--- config.mk ---
export PLATFORM = sky130hd
export DESIGN_NAME = calendar_date_adjust_top
export DESIGN_NICKNAME = d
export VERILOG_FILES = /design/src/hdl/cda_pkg.sv /design/src/hdl/calendar_date_adjust_top.sv /design/src/hdl/cda_split.sv /design/src/hdl/cda_check.sv /design/src/hdl/cda_adjust.sv /design/src/hdl/cda_weekday.sv
export SDC_FILE = /design/constraint.sdc
export NUM_CORES = 1
export LEC_CHECK = 0
export BUFFER_PORTS_ARGS = -buffer_cell sky130_fd_sc_hd__buf_2
export CAP_MARGIN = 40
export CORE_ASPECT_RATIO = 0.6
export CORE_UTILIZATION = 34
export CTS_CLUSTER_DIAMETER = 120
export DETAILED_ROUTE_END_ITERATION = 16
export PLACE_DENSITY_LB_ADDON = 0.15
export SYNTH_ARGS = -nofsm -noshare
export SYNTH_HDL_FRONTEND = slang
export SYNTH_SLANG_ARGS = --single-unit
--- constraint.sdc ---
create_clock -name clk -period 22.3 [get_ports clk]
set_input_delay 2.23 -clock clk [delete_from_list [all_inputs] [get_ports clk]]
set_output_delay 2.23 -clock clk [all_outputs]
set_load 0.02 [all_outputs]
--- src/hdl/cda_pkg.sv ---
// ----------------------------------------------------------------------------
// Calendar date adjust package
// Shared types, codes and calendar tables for the date adjust pipeline.
// ----------------------------------------------------------------------------
`default_nettype none

package cda_pkg;

    typedef enum logic [1:0] {
        OP_ADD_DAYS   = 2'd0,
        OP_ADD_MONTHS = 2'd1,
        OP_ADD_YEARS  = 2'd2,
        OP_UNUSED     = 2'd3
    } op_t;

    typedef enum logic [1:0] {
        ERR_NONE     = 2'd0,
        ERR_DATE     = 2'd1,
        ERR_AMOUNT   = 2'd2,
        ERR_OVERFLOW = 2'd3
    } err_t;

    localparam logic [13:0] MAX_YEAR    = 14'd9999;
    localparam logic [3:0]  MONTH_JAN   = 4'd1;
    localparam logic [3:0]  MONTH_FEB   = 4'd2;
    localparam logic [3:0]  MONTH_MAR   = 4'd3;
    localparam logic [3:0]  MONTH_DEC   = 4'd12;
    localparam logic [4:0]  LEAP_DAY    = 5'd29;
    localparam logic [4:0]  MAX_DAY_ADD = 5'd31;

    // Reciprocal of 100 scaled by 2^19; exact floor for values below 32768.
    localparam logic [12:0] DIV100_MULT = 13'd5243;
    localparam int          DIV100_SHIFT = 19;

    // Stage 1: input fields plus the century of the input year and of the
    // alternate year (year plus one, or year plus amount for a year add).
    typedef struct packed {
        op_t         op;
        logic [13:0] year;
        logic [3:0]  month;
        logic [4:0]  day;
        logic [13:0] amount;
        logic [14:0] year_alt;
        logic [7:0]  cent;
        logic [8:0]  cent_alt;
    } s1_t;

    // Stage 2: validated date with leap flags of both candidate years.
    typedef struct packed {
        op_t         op;
        logic [13:0] year;
        logic [3:0]  month;
        logic [4:0]  day;
        logic [13:0] amount;
        logic [14:0] year_alt;
        logic [1:0]  cent2;
        logic [6:0]  yy;
        logic [1:0]  cent_alt2;
        logic [6:0]  yy_alt;
        logic        leap;
        logic        leap_alt;
        logic        date_ok;
    } s2_t;

    // Stage 3: resulting date and what the weekday needs of its year.
    typedef struct packed {
        logic [13:0] year;
        logic [3:0]  month;
        logic [4:0]  day;
        logic [1:0]  cent2;
        logic [6:0]  yy;
        logic        leap;
        err_t        err;
    } s3_t;

    function automatic logic [4:0] month_len(input logic [3:0] m, input logic leap);
        logic [4:0] len;
        begin
            if (m == MONTH_FEB)
            begin
                len = leap ? 5'd29 : 5'd28;
            end
            else if (m inside {4'd4, 4'd6, 4'd9, 4'd11})
            begin
                len = 5'd30;
            end
            else
            begin
                len = 5'd31;
            end
            return len;
        end
    endfunction

    function automatic logic [2:0] month_offset(input logic [3:0] m);
        logic [2:0] code;
        begin
            case (m)
                4'd1:    code = 3'd1;
                4'd2:    code = 3'd4;
                4'd3:    code = 3'd4;
                4'd4:    code = 3'd0;
                4'd5:    code = 3'd2;
                4'd6:    code = 3'd5;
                4'd7:    code = 3'd0;
                4'd8:    code = 3'd3;
                4'd9:    code = 3'd6;
                4'd10:   code = 3'd1;
                4'd11:   code = 3'd4;
                4'd12:   code = 3'd6;
                default: code = 3'd0;
            endcase
            return code;
        end
    endfunction

    function automatic logic [2:0] century_offset(input logic [1:0] c);
        logic [2:0] code;
        begin
            case (c)
                2'd0:    code = 3'd0;
                2'd1:    code = 3'd6;
                2'd2:    code = 3'd4;
                2'd3:    code = 3'd2;
                default: code = 3'd0;
            endcase
            return code;
        end
    endfunction

    // Leap rule from the year's low bits, its remainder by 100 and the low
    // bits of its century: divisible by 400 means remainder 0 and century % 4 == 0.
    function automatic logic leap_of(input logic [1:0] y2, input logic [6:0] yy,
                                     input logic [1:0] c2);
        begin
            return (y2 == 2'd0) && ((yy != 7'd0) || (c2 == 2'd0));
        end
    endfunction

endpackage

`default_nettype wire

--- src/hdl/calendar_date_adjust_top.sv ---
// ----------------------------------------------------------------------------
// Calendar date adjust top level
// Adds days, months or years to a Gregorian date and returns its weekday.
// ----------------------------------------------------------------------------
// Usage:
// An input transfer on the s_axis channel carries a date, an amount and the
// operation in tuser (add days, add months, add years). Each input transfer
// gives exactly one output transfer on the m_axis channel with the resulting
// date and weekday in tdata and the error code in tuser.
// The pipeline has four register stages: divide by 100, date check, add,
// weekday. The split, check, adjust and weekday registers lie in turn
// between the input transfer and the rise of m_axis_tvalid.
// Unless the pipeline is stalled, one transfer is accepted in every cycle;
// the throughput is one date per clock, set by the four pipeline registers
// each taking a new item per cycle. Reset clears all stage valid bits; the
// block then holds no items. When the receiver stalls, the output register
// holds its result and the stages behind it keep filling any empty slots;
// s_axis_tready falls only when every stage holds an item and m_axis_tready is low.
// ----------------------------------------------------------------------------
`default_nettype none

module calendar_date_adjust_top (
    input  wire logic         clk,
    input  wire logic         rst_n,
    input  wire logic         s_axis_tvalid,
    output logic              s_axis_tready,
    input  wire logic [39:0]  s_axis_tdata,  // year_in, month_in, day_in, amount, zeros
    input  wire logic [1:0]   s_axis_tuser,  // operation
    output logic              m_axis_tvalid,
    input  wire logic         m_axis_tready,
    output logic [31:0]       m_axis_tdata,  // year_out, month_out, day_out, weekday, zeros
    output logic [1:0]        m_axis_tuser   // error_code
);

    logic          s1_valid;
    logic          s1_ready;
    cda_pkg::s1_t  s1_data;
    logic          s2_valid;
    logic          s2_ready;
    cda_pkg::s2_t  s2_data;
    logic          s3_valid;
    logic          s3_ready;
    cda_pkg::s3_t  s3_data;
    logic [13:0]   year_out;
    logic [3:0]    month_out;
    logic [4:0]    day_out;
    logic [2:0]    weekday;

    cda_split u_split (
        .clk      (clk),
        .rst_n    (rst_n),
        .valid_i  (s_axis_tvalid),
        .ready_o  (s_axis_tready),
        .op_i     (s_axis_tuser),
        .year_i   (s_axis_tdata[13:0]),
        .month_i  (s_axis_tdata[17:14]),
        .day_i    (s_axis_tdata[22:18]),
        .amount_i (s_axis_tdata[36:23]),
        .valid_o  (s1_valid),
        .ready_i  (s1_ready),
        .data_o   (s1_data)
    );

    cda_check u_check (
        .clk     (clk),
        .rst_n   (rst_n),
        .valid_i (s1_valid),
        .ready_o (s1_ready),
        .data_i  (s1_data),
        .valid_o (s2_valid),
        .ready_i (s2_ready),
        .data_o  (s2_data)
    );

    cda_adjust u_adjust (
        .clk     (clk),
        .rst_n   (rst_n),
        .valid_i (s2_valid),
        .ready_o (s2_ready),
        .data_i  (s2_data),
        .valid_o (s3_valid),
        .ready_i (s3_ready),
        .data_o  (s3_data)
    );

    cda_weekday u_weekday (
        .clk          (clk),
        .rst_n        (rst_n),
        .valid_i      (s3_valid),
        .ready_o      (s3_ready),
        .data_i       (s3_data),
        .valid_o      (m_axis_tvalid),
        .ready_i      (m_axis_tready),
        .year_o       (year_out),
        .month_o      (month_out),
        .day_o        (day_out),
        .weekday_o    (weekday),
        .error_code_o (m_axis_tuser)
    );

    assign m_axis_tdata = {6'b0, weekday, day_out, month_out, year_out};

endmodule

`default_nettype wire

--- src/hdl/cda_split.sv ---
// ----------------------------------------------------------------------------
// Calendar date adjust, stage 1
// Registers the input transfer and divides both candidate years by 100.
// ----------------------------------------------------------------------------
`default_nettype none

module cda_split (
    input  wire logic         clk,
    input  wire logic         rst_n,
    input  wire logic         valid_i,
    output logic              ready_o,
    input  wire logic [1:0]   op_i,
    input  wire logic [13:0]  year_i,
    input  wire logic [3:0]   month_i,
    input  wire logic [4:0]   day_i,
    input  wire logic [13:0]  amount_i,
    output logic              valid_o,
    input  wire logic         ready_i,
    output cda_pkg::s1_t      data_o
);

    logic          valid_reg;
    cda_pkg::s1_t  data_reg;
    cda_pkg::s1_t  data_next;
    logic [14:0]   year_alt;
    logic [26:0]   prod_y;
    logic [27:0]   prod_alt;

    assign ready_o = !valid_reg || ready_i;
    assign valid_o = valid_reg;
    assign data_o  = data_reg;

    always_comb
    begin
        if (cda_pkg::op_t'(op_i) == cda_pkg::OP_ADD_YEARS)
        begin
            year_alt = {1'b0, year_i} + {1'b0, amount_i};
        end
        else
        begin
            year_alt = {1'b0, year_i} + 15'd1;
        end
        prod_y   = 27'(year_i) * 27'(cda_pkg::DIV100_MULT);
        prod_alt = 28'(year_alt) * 28'(cda_pkg::DIV100_MULT);

        data_next.op       = cda_pkg::op_t'(op_i);
        data_next.year     = year_i;
        data_next.month    = month_i;
        data_next.day      = day_i;
        data_next.amount   = amount_i;
        data_next.year_alt = year_alt;
        data_next.cent     = prod_y[cda_pkg::DIV100_SHIFT +: 8];
        data_next.cent_alt = prod_alt[cda_pkg::DIV100_SHIFT +: 9];
    end

    always_ff @(posedge clk or negedge rst_n)
    begin
        if (!rst_n)
        begin
            valid_reg <= 1'b0;
        end
        else if (ready_o)
        begin
            valid_reg <= valid_i;
        end
    end

    always_ff @(posedge clk)
    begin
        if (ready_o && valid_i)
        begin
            data_reg <= data_next;
        end
    end

endmodule

`default_nettype wire

--- src/hdl/cda_check.sv ---
// ----------------------------------------------------------------------------
// Calendar date adjust, stage 2
// Forms the year remainders and leap flags and validates the input date.
// ----------------------------------------------------------------------------
`default_nettype none

module cda_check (
    input  wire logic          clk,
    input  wire logic          rst_n,
    input  wire logic          valid_i,
    output logic               ready_o,
    input  wire cda_pkg::s1_t  data_i,
    output logic               valid_o,
    input  wire logic          ready_i,
    output cda_pkg::s2_t       data_o
);

    logic          valid_reg;
    cda_pkg::s2_t  data_reg;
    cda_pkg::s2_t  data_next;
    logic [13:0]   rem_y;
    logic [14:0]   rem_alt;
    logic          leap_y;
    logic          leap_alt;

    assign ready_o = !valid_reg || ready_i;
    assign valid_o = valid_reg;
    assign data_o  = data_reg;

    always_comb
    begin
        rem_y    = data_i.year - 14'(data_i.cent) * 14'd100;
        rem_alt  = data_i.year_alt - 15'(data_i.cent_alt) * 15'd100;
        leap_y   = cda_pkg::leap_of(data_i.year[1:0], rem_y[6:0], data_i.cent[1:0]);
        leap_alt = cda_pkg::leap_of(data_i.year_alt[1:0], rem_alt[6:0],
                                    data_i.cent_alt[1:0]);

        data_next.op        = data_i.op;
        data_next.year      = data_i.year;
        data_next.month     = data_i.month;
        data_next.day       = data_i.day;
        data_next.amount    = data_i.amount;
        data_next.year_alt  = data_i.year_alt;
        data_next.cent2     = data_i.cent[1:0];
        data_next.yy        = rem_y[6:0];
        data_next.cent_alt2 = data_i.cent_alt[1:0];
        data_next.yy_alt    = rem_alt[6:0];
        data_next.leap      = leap_y;
        data_next.leap_alt  = leap_alt;
        data_next.date_ok   = (data_i.year != 14'd0) && (data_i.year <= cda_pkg::MAX_YEAR)
                              && (data_i.month >= cda_pkg::MONTH_JAN)
                              && (data_i.month <= cda_pkg::MONTH_DEC)
                              && (data_i.day != 5'd0)
                              && (data_i.day <= cda_pkg::month_len(data_i.month, leap_y));
    end

    always_ff @(posedge clk or negedge rst_n)
    begin
        if (!rst_n)
        begin
            valid_reg <= 1'b0;
        end
        else if (ready_o)
        begin
            valid_reg <= valid_i;
        end
    end

    always_ff @(posedge clk)
    begin
        if (ready_o && valid_i)
        begin
            data_reg <= data_next;
        end
    end

endmodule

`default_nettype wire

--- src/hdl/cda_adjust.sv ---
// ----------------------------------------------------------------------------
// Calendar date adjust, stage 3
// Applies the day, month or year add and settles the error code.
// ----------------------------------------------------------------------------
`default_nettype none

module cda_adjust (
    input  wire logic          clk,
    input  wire logic          rst_n,
    input  wire logic          valid_i,
    output logic               ready_o,
    input  wire cda_pkg::s2_t  data_i,
    output logic               valid_o,
    input  wire logic          ready_i,
    output cda_pkg::s3_t       data_o
);

    logic          valid_reg;
    cda_pkg::s3_t  data_reg;
    cda_pkg::s3_t  data_next;

    logic [5:0]    nd0;
    logic [5:0]    nd1;
    logic [5:0]    nd2;
    logic [4:0]    len0;
    logic [4:0]    len1;
    logic [3:0]    m1;
    logic [3:0]    m2;
    logic          carry1;
    logic          carry2;
    logic [4:0]    msum;
    logic [3:0]    mwrap;
    logic          mcarry;
    logic [4:0]    mlen;
    logic [3:0]    new_month;
    logic [4:0]    new_day;
    logic          use_alt;
    cda_pkg::err_t err;

    assign ready_o = !valid_reg || ready_i;
    assign valid_o = valid_reg;
    assign data_o  = data_reg;

    always_comb
    begin
        // Day add: the sum is at most 62, so at most two month lengths come off.
        // Every month passed here lies in the input year, apart from a January
        // reached from December, which has 31 days in any year.
        nd0  = {1'b0, data_i.day} + {1'b0, data_i.amount[4:0]};
        len0 = cda_pkg::month_len(data_i.month, data_i.leap);
        if (nd0 > {1'b0, len0})
        begin
            nd1    = nd0 - {1'b0, len0};
            carry1 = (data_i.month == cda_pkg::MONTH_DEC);
            m1     = carry1 ? cda_pkg::MONTH_JAN : data_i.month + 4'd1;
        end
        else
        begin
            nd1    = nd0;
            carry1 = 1'b0;
            m1     = data_i.month;
        end
        len1 = cda_pkg::month_len(m1, data_i.leap);
        if (nd1 > {1'b0, len1})
        begin
            nd2    = nd1 - {1'b0, len1};
            carry2 = (m1 == cda_pkg::MONTH_DEC);
            m2     = carry2 ? cda_pkg::MONTH_JAN : m1 + 4'd1;
        end
        else
        begin
            nd2    = nd1;
            carry2 = 1'b0;
            m2     = m1;
        end

        // Month add: a wrap moves into the next year, whose leap flag is the
        // alternate one.
        msum   = {1'b0, data_i.month} + {1'b0, data_i.amount[3:0]};
        mcarry = (msum > {1'b0, cda_pkg::MONTH_DEC});
        mwrap  = mcarry ? 4'(msum - 5'd12) : msum[3:0];
        mlen   = cda_pkg::month_len(mwrap, mcarry ? data_i.leap_alt : data_i.leap);

        err       = cda_pkg::ERR_NONE;
        use_alt   = 1'b0;
        new_month = data_i.month;
        new_day   = data_i.day;

        if (!data_i.date_ok)
        begin
            err = cda_pkg::ERR_DATE;
        end
        else
        begin
            case (data_i.op)
                cda_pkg::OP_ADD_DAYS:
                begin
                    if (data_i.amount == 14'd0
                        || data_i.amount > 14'(cda_pkg::MAX_DAY_ADD))
                    begin
                        err = cda_pkg::ERR_AMOUNT;
                    end
                    else
                    begin
                        use_alt   = carry1 || carry2;
                        new_month = m2;
                        new_day   = nd2[4:0];
                    end
                end
                cda_pkg::OP_ADD_MONTHS:
                begin
                    if (data_i.amount == 14'd0
                        || data_i.amount > 14'(cda_pkg::MONTH_DEC))
                    begin
                        err = cda_pkg::ERR_AMOUNT;
                    end
                    else
                    begin
                        use_alt   = mcarry;
                        new_month = mwrap;
                        new_day   = (data_i.day > mlen) ? mlen : data_i.day;
                    end
                end
                cda_pkg::OP_ADD_YEARS:
                begin
                    use_alt = 1'b1;
                    if (data_i.month == cda_pkg::MONTH_FEB && data_i.day == cda_pkg::LEAP_DAY
                        && !data_i.leap_alt)
                    begin
                        new_month = cda_pkg::MONTH_MAR;
                        new_day   = 5'd1;
                    end
                end
                default:
                begin
                    err = cda_pkg::ERR_AMOUNT;
                end
            endcase
            if (err == cda_pkg::ERR_NONE && use_alt
                && data_i.year_alt > {1'b0, cda_pkg::MAX_YEAR})
            begin
                err = cda_pkg::ERR_OVERFLOW;
            end
        end

        // Any error echoes the input date.
        if (err == cda_pkg::ERR_NONE && use_alt)
        begin
            data_next.year  = data_i.year_alt[13:0];
            data_next.cent2 = data_i.cent_alt2;
            data_next.yy    = data_i.yy_alt;
            data_next.leap  = data_i.leap_alt;
        end
        else
        begin
            data_next.year  = data_i.year;
            data_next.cent2 = data_i.cent2;
            data_next.yy    = data_i.yy;
            data_next.leap  = data_i.leap;
        end
        data_next.month = (err == cda_pkg::ERR_NONE) ? new_month : data_i.month;
        data_next.day   = (err == cda_pkg::ERR_NONE) ? new_day : data_i.day;
        data_next.err   = err;
    end

    always_ff @(posedge clk or negedge rst_n)
    begin
        if (!rst_n)
        begin
            valid_reg <= 1'b0;
        end
        else if (ready_o)
        begin
            valid_reg <= valid_i;
        end
    end

    always_ff @(posedge clk)
    begin
        if (ready_o && valid_i)
        begin
            data_reg <= data_next;
        end
    end

endmodule

`default_nettype wire

--- src/hdl/cda_weekday.sv ---
// ----------------------------------------------------------------------------
// Calendar date adjust, stage 4
// Computes the weekday of the result and holds the output register.
// ----------------------------------------------------------------------------
`default_nettype none

module cda_weekday (
    input  wire logic          clk,
    input  wire logic          rst_n,
    input  wire logic          valid_i,
    output logic               ready_o,
    input  wire cda_pkg::s3_t  data_i,
    output logic               valid_o,
    input  wire logic          ready_i,
    output logic [13:0]        year_o,
    output logic [3:0]         month_o,
    output logic [4:0]         day_o,
    output logic [2:0]         weekday_o,
    output logic [1:0]         error_code_o
);

    logic          valid_reg;
    logic [13:0]   year_reg;
    logic [3:0]    month_reg;
    logic [4:0]    day_reg;
    logic [2:0]    weekday_reg;
    logic [1:0]    error_code_reg;
    logic [2:0]    weekday_next;

    logic [3:0]    mcode;
    logic [7:0]    sum;
    logic [16:0]   prod;
    logic [4:0]    quot;
    logic [7:0]    quot7;
    logic [7:0]    rem;

    assign ready_o      = !valid_reg || ready_i;
    assign valid_o      = valid_reg;
    assign year_o       = year_reg;
    assign month_o      = month_reg;
    assign day_o        = day_reg;
    assign weekday_o    = weekday_reg;
    assign error_code_o = error_code_reg;

    always_comb
    begin
        // January and February of a leap year step back one weekday.
        mcode = {1'b0, cda_pkg::month_offset(data_i.month)};
        if (data_i.month <= cda_pkg::MONTH_FEB && data_i.leap)
        begin
            mcode = mcode + 4'd6;
        end
        // The offset of 5 turns "0 is Saturday" into "0 is Monday".
        sum = 8'(data_i.day) + 8'(mcode)
              + 8'(cda_pkg::century_offset(data_i.cent2 + 2'd1))
              + 8'(data_i.yy) + 8'(data_i.yy[6:2]) + 8'd5;
        // Sum stays below 180; 293 / 2048 gives the exact quotient by 7 there.
        prod  = 17'(sum) * 17'd293;
        quot  = prod[15:11];
        quot7 = 8'({3'b0, quot} * 8'd7);
        rem   = sum - quot7;
        weekday_next = (data_i.err == cda_pkg::ERR_DATE) ? 3'd0 : rem[2:0];
    end

    always_ff @(posedge clk or negedge rst_n)
    begin
        if (!rst_n)
        begin
            valid_reg <= 1'b0;
        end
        else if (ready_o)
        begin
            valid_reg <= valid_i;
        end
    end

    always_ff @(posedge clk)
    begin
        if (ready_o && valid_i)
        begin
            year_reg       <= data_i.year;
            month_reg      <= data_i.month;
            day_reg        <= data_i.day;
            weekday_reg    <= weekday_next;
            error_code_reg <= data_i.err;
        end
    end

endmodule

`default_nettype wire

==> reports/qor.csv <==
metric,value,unit
post_cts.repair.setup_buffers,0,
start_util,34.92,%
cts_tree,built,
io_pins,82,
core_area,50050,um2
routabilityCongestion,0.8463,
cts_buffer_depth,3,
overflow,0,
max-slew-margin-rel,38.62,%
crit_type,input pin to flip-flop,
cp_max_fo,14,
startpoint,s_axis_tuser[0],
yosys-top-cells-area,"edfxtp_1, ha_1, fa_1, inv_1, xnor2_1",
end_kind,flip-flop,
dp_hpwl,32810,um
routedWlPerCell,17.38,um
synth_seq_area_share,34.59,%
fillers,4845,
cts.sinks,203,
crit_path_top_delay_cell,a211oi_1,
worstPathRequired,22.56,ns
wl,39830,um
root_buffer,clkbuf_16,
fmax,98.40,MHz
cts_buffers,21,
r2r-start,u_adjust.data_o[20],
status,"complete, no violations",
tightest_slew,0.9151,ns
crit_arrival,10.42,ns
synth_cells,1493,
dieArea,52340,um2
clock_latency,0.52,ns
yosysTopAreaCell,edfxtp_1,
syn2layout_area_growth,11.65,%
grt_max_degree,65,
ys_async_sr_fraction,1.970,%
antenna_found_initial,0,
synth_seq_cells,203,
setup_violations,0,
setup.worst_path.start_class,input pin,
drive_above_1_share,11.25,%
grt_pass1_vias,10870,
cts_resized,0,
drv_cap,0,
num_vias,10490,
antenna_left,0,
layout_min_cycle_time,10.16,ns
port_buffers,72,
syn_area_per_cell,11.71,um2
yosysTopAreaCellShare,33.68,%
ys_types,86,
whs,0.4192,ns
h-tree-depth,1,
worstHoldPathCells,0,
fin_crit_sh,45.57,%
cts_hold_buffers,0,
grt_pass1_wl,63460,um
drt_first_pass_iters,5,
fin_skew,0.01368,ns
crit_path_max_incr_delay,0.76,ns
holdCritPathClass,flip-flop to flip-flop,
post-route-drc-count,0,
finalNetCount,2071,
die_w,294.7,um
via_per_inst,4.576,
synth_flop_cell,edfxtp_1,
core.rowCount,63,
ys_warn_count,0,
grt_setup_unrepaired,false,
synth_area,17480,um2
grt_usage,15.99,%
hp-start,u_adjust.data_o[28],
die_h,177.6,um
r2r_slack,13.28,ns
ff2ff_path_depth,37,
drtIter0Drc,482,
setup_tns,0,ns
min_to,u_weekday.year_o[7],
cts.reportedPaths.clkPinSlew,0.06,ns
synth-edff-count,196,
finalHoldViolations,0,
slew_violations,0,
r2r_end,u_weekday.weekday_o[2],
[synth_stat cells (all sizes together) (7+ instances only)]
cell type  instances
and2              22
a21oi             48
mux2              31
xor2              11
ha               279
clkbuf             8
nor3              14
o21a              11
nand2b            11
nand2             48
a211oi            10
nand3             19
a21o              20
fa               152
o211ai             8
o21bai             7
nor2b             15
nor4               8
nor2              54
o21ai             37
a31oi              7
buf               10
inv              310
edfxtp           196
mux2i             11
xnor2             58
[layout make-up]
type | instances | area (um2) | area share, %
Timing Repair Buffer | 91 | 544.3 | 2.789
Antenna cell | 1 | 2.502 | 0.01282
Clock inverter | 10 | 166.4 | 0.8528
Sequential cell | 203 | 6046 | 30.98
Tap cell | 682 | 853.3 | 4.373
Multi-Input combinational cell | 967 | 10180 | 52.20
Clock buffer | 28 | 551.8 | 2.828
Inverter | 310 | 1164 | 5.963
[registers in the layout, summed over array words and instances, names as in the netlist, named ones only]
| register | flops |
|---|---|
| u_adjust.data_o | 33 |
| u_adjust.valid_o | 1 |
| u_check.data_o | 71 |
| u_check.valid_o | 1 |
| u_split.data_o | 64 |
| u_split.valid_o | 1 |
| u_weekday.day_o | 5 |
| u_weekday.error_code_o | 2 |
| u_weekday.mcode | 1 |
| u_weekday.month_o | 4 |
| u_weekday.valid_o | 1 |
| u_weekday.weekday_o | 3 |
| u_weekday.year_o | 14 |
[cells by family (layout without fill, tap and decap cells)]
family | count (synthesis) | count (layout) | synth area share, %
AOI/OAI and AO/OA | 192 | 192 | 7.725
xor gates and xnor gates | 69 | 69 | 3.501
adders and majority gates | 431 | 431 | 37.39
buffers and inverters | 328 | 439 | 7.274
DFF | 203 | 203 | 34.59
muxes | 42 | 42 | 2.742
other | 1 | 7 | 0.02146
and+or+nand+nor | 227 | 227 | 6.758
[critical path, delay by kind of cell]
| kind | cells | cell delay, ns |
|---|---|---|
| AOI/OAI and AO/OA | 13 | 3.01 |
| xor gates and xnor gates | 2 | 0.66 |
| adders and majority gates | 8 | 3.20 |
| buffers and inverters | 5 | 0.66 |
| and+or+nand+nor | 6 | 0.67 |
[stage by stage]
step / worst slack (ns) / cells / utilization, % / instance area (um2)
floorplan: 12.98 / 1498 / - / 17500
global placement: 11.49 / 2246 / 37.36 / 18700
detailed placement: 11.73 / 2253 / 37.54 / 18790
CTS: 12.26 / 2291 / 38.98 / 19510
global route: 11.54 / 2291 / 38.98 / 19510
finish: 12.14 / 2292 / 38.98 / 19510
[metal layers]
metal	share of wire, %	global-route usage, %
met3	5.4	3.594
met5	0	0
met1	56	26.17
met2	38	21.15
met4	1.1	2.083
[layout by cell type (no fill, tap or decap), types with 13 or more instances in the layout]
| cell | count |
|---|---|
| nor2_1 | 53 |
| o21ai_0 | 31 |
| a21oi_1 | 46 |
| buf_4 | 15 |
| nand2_1 | 48 |
| nand3_1 | 19 |
| and2_1 | 20 |
| xnor2_1 | 58 |
| buf_2 | 73 |
| ha_1 | 279 |
| nor3_1 | 13 |
| inv_1 | 310 |
| edfxtp_1 | 196 |
| nor2b_1 | 14 |
| fa_1 | 152 |
| mux2_2 | 24 |
| clkbuf_16 | 21 |
| a21o_1 | 20 |
[how the worst max path moves through the flow]
stage	endpoint	slack (ns)	depth (start not counted)
floorplan	u_split.data_o[4]	12.98	32
global placement	u_split.data_o[4]	11.49	31
detailed placement	u_split.data_o[4]	11.73	34
CTS	u_split.data_o[4]	12.26	34
global route	u_split.data_o[4]	11.54	34
finish	u_split.data_o[4]	12.14	34
Power is left out: the tool's default activity adds up to more than one toggle a clock period on the data nets, which glitch-free logic cannot reach.
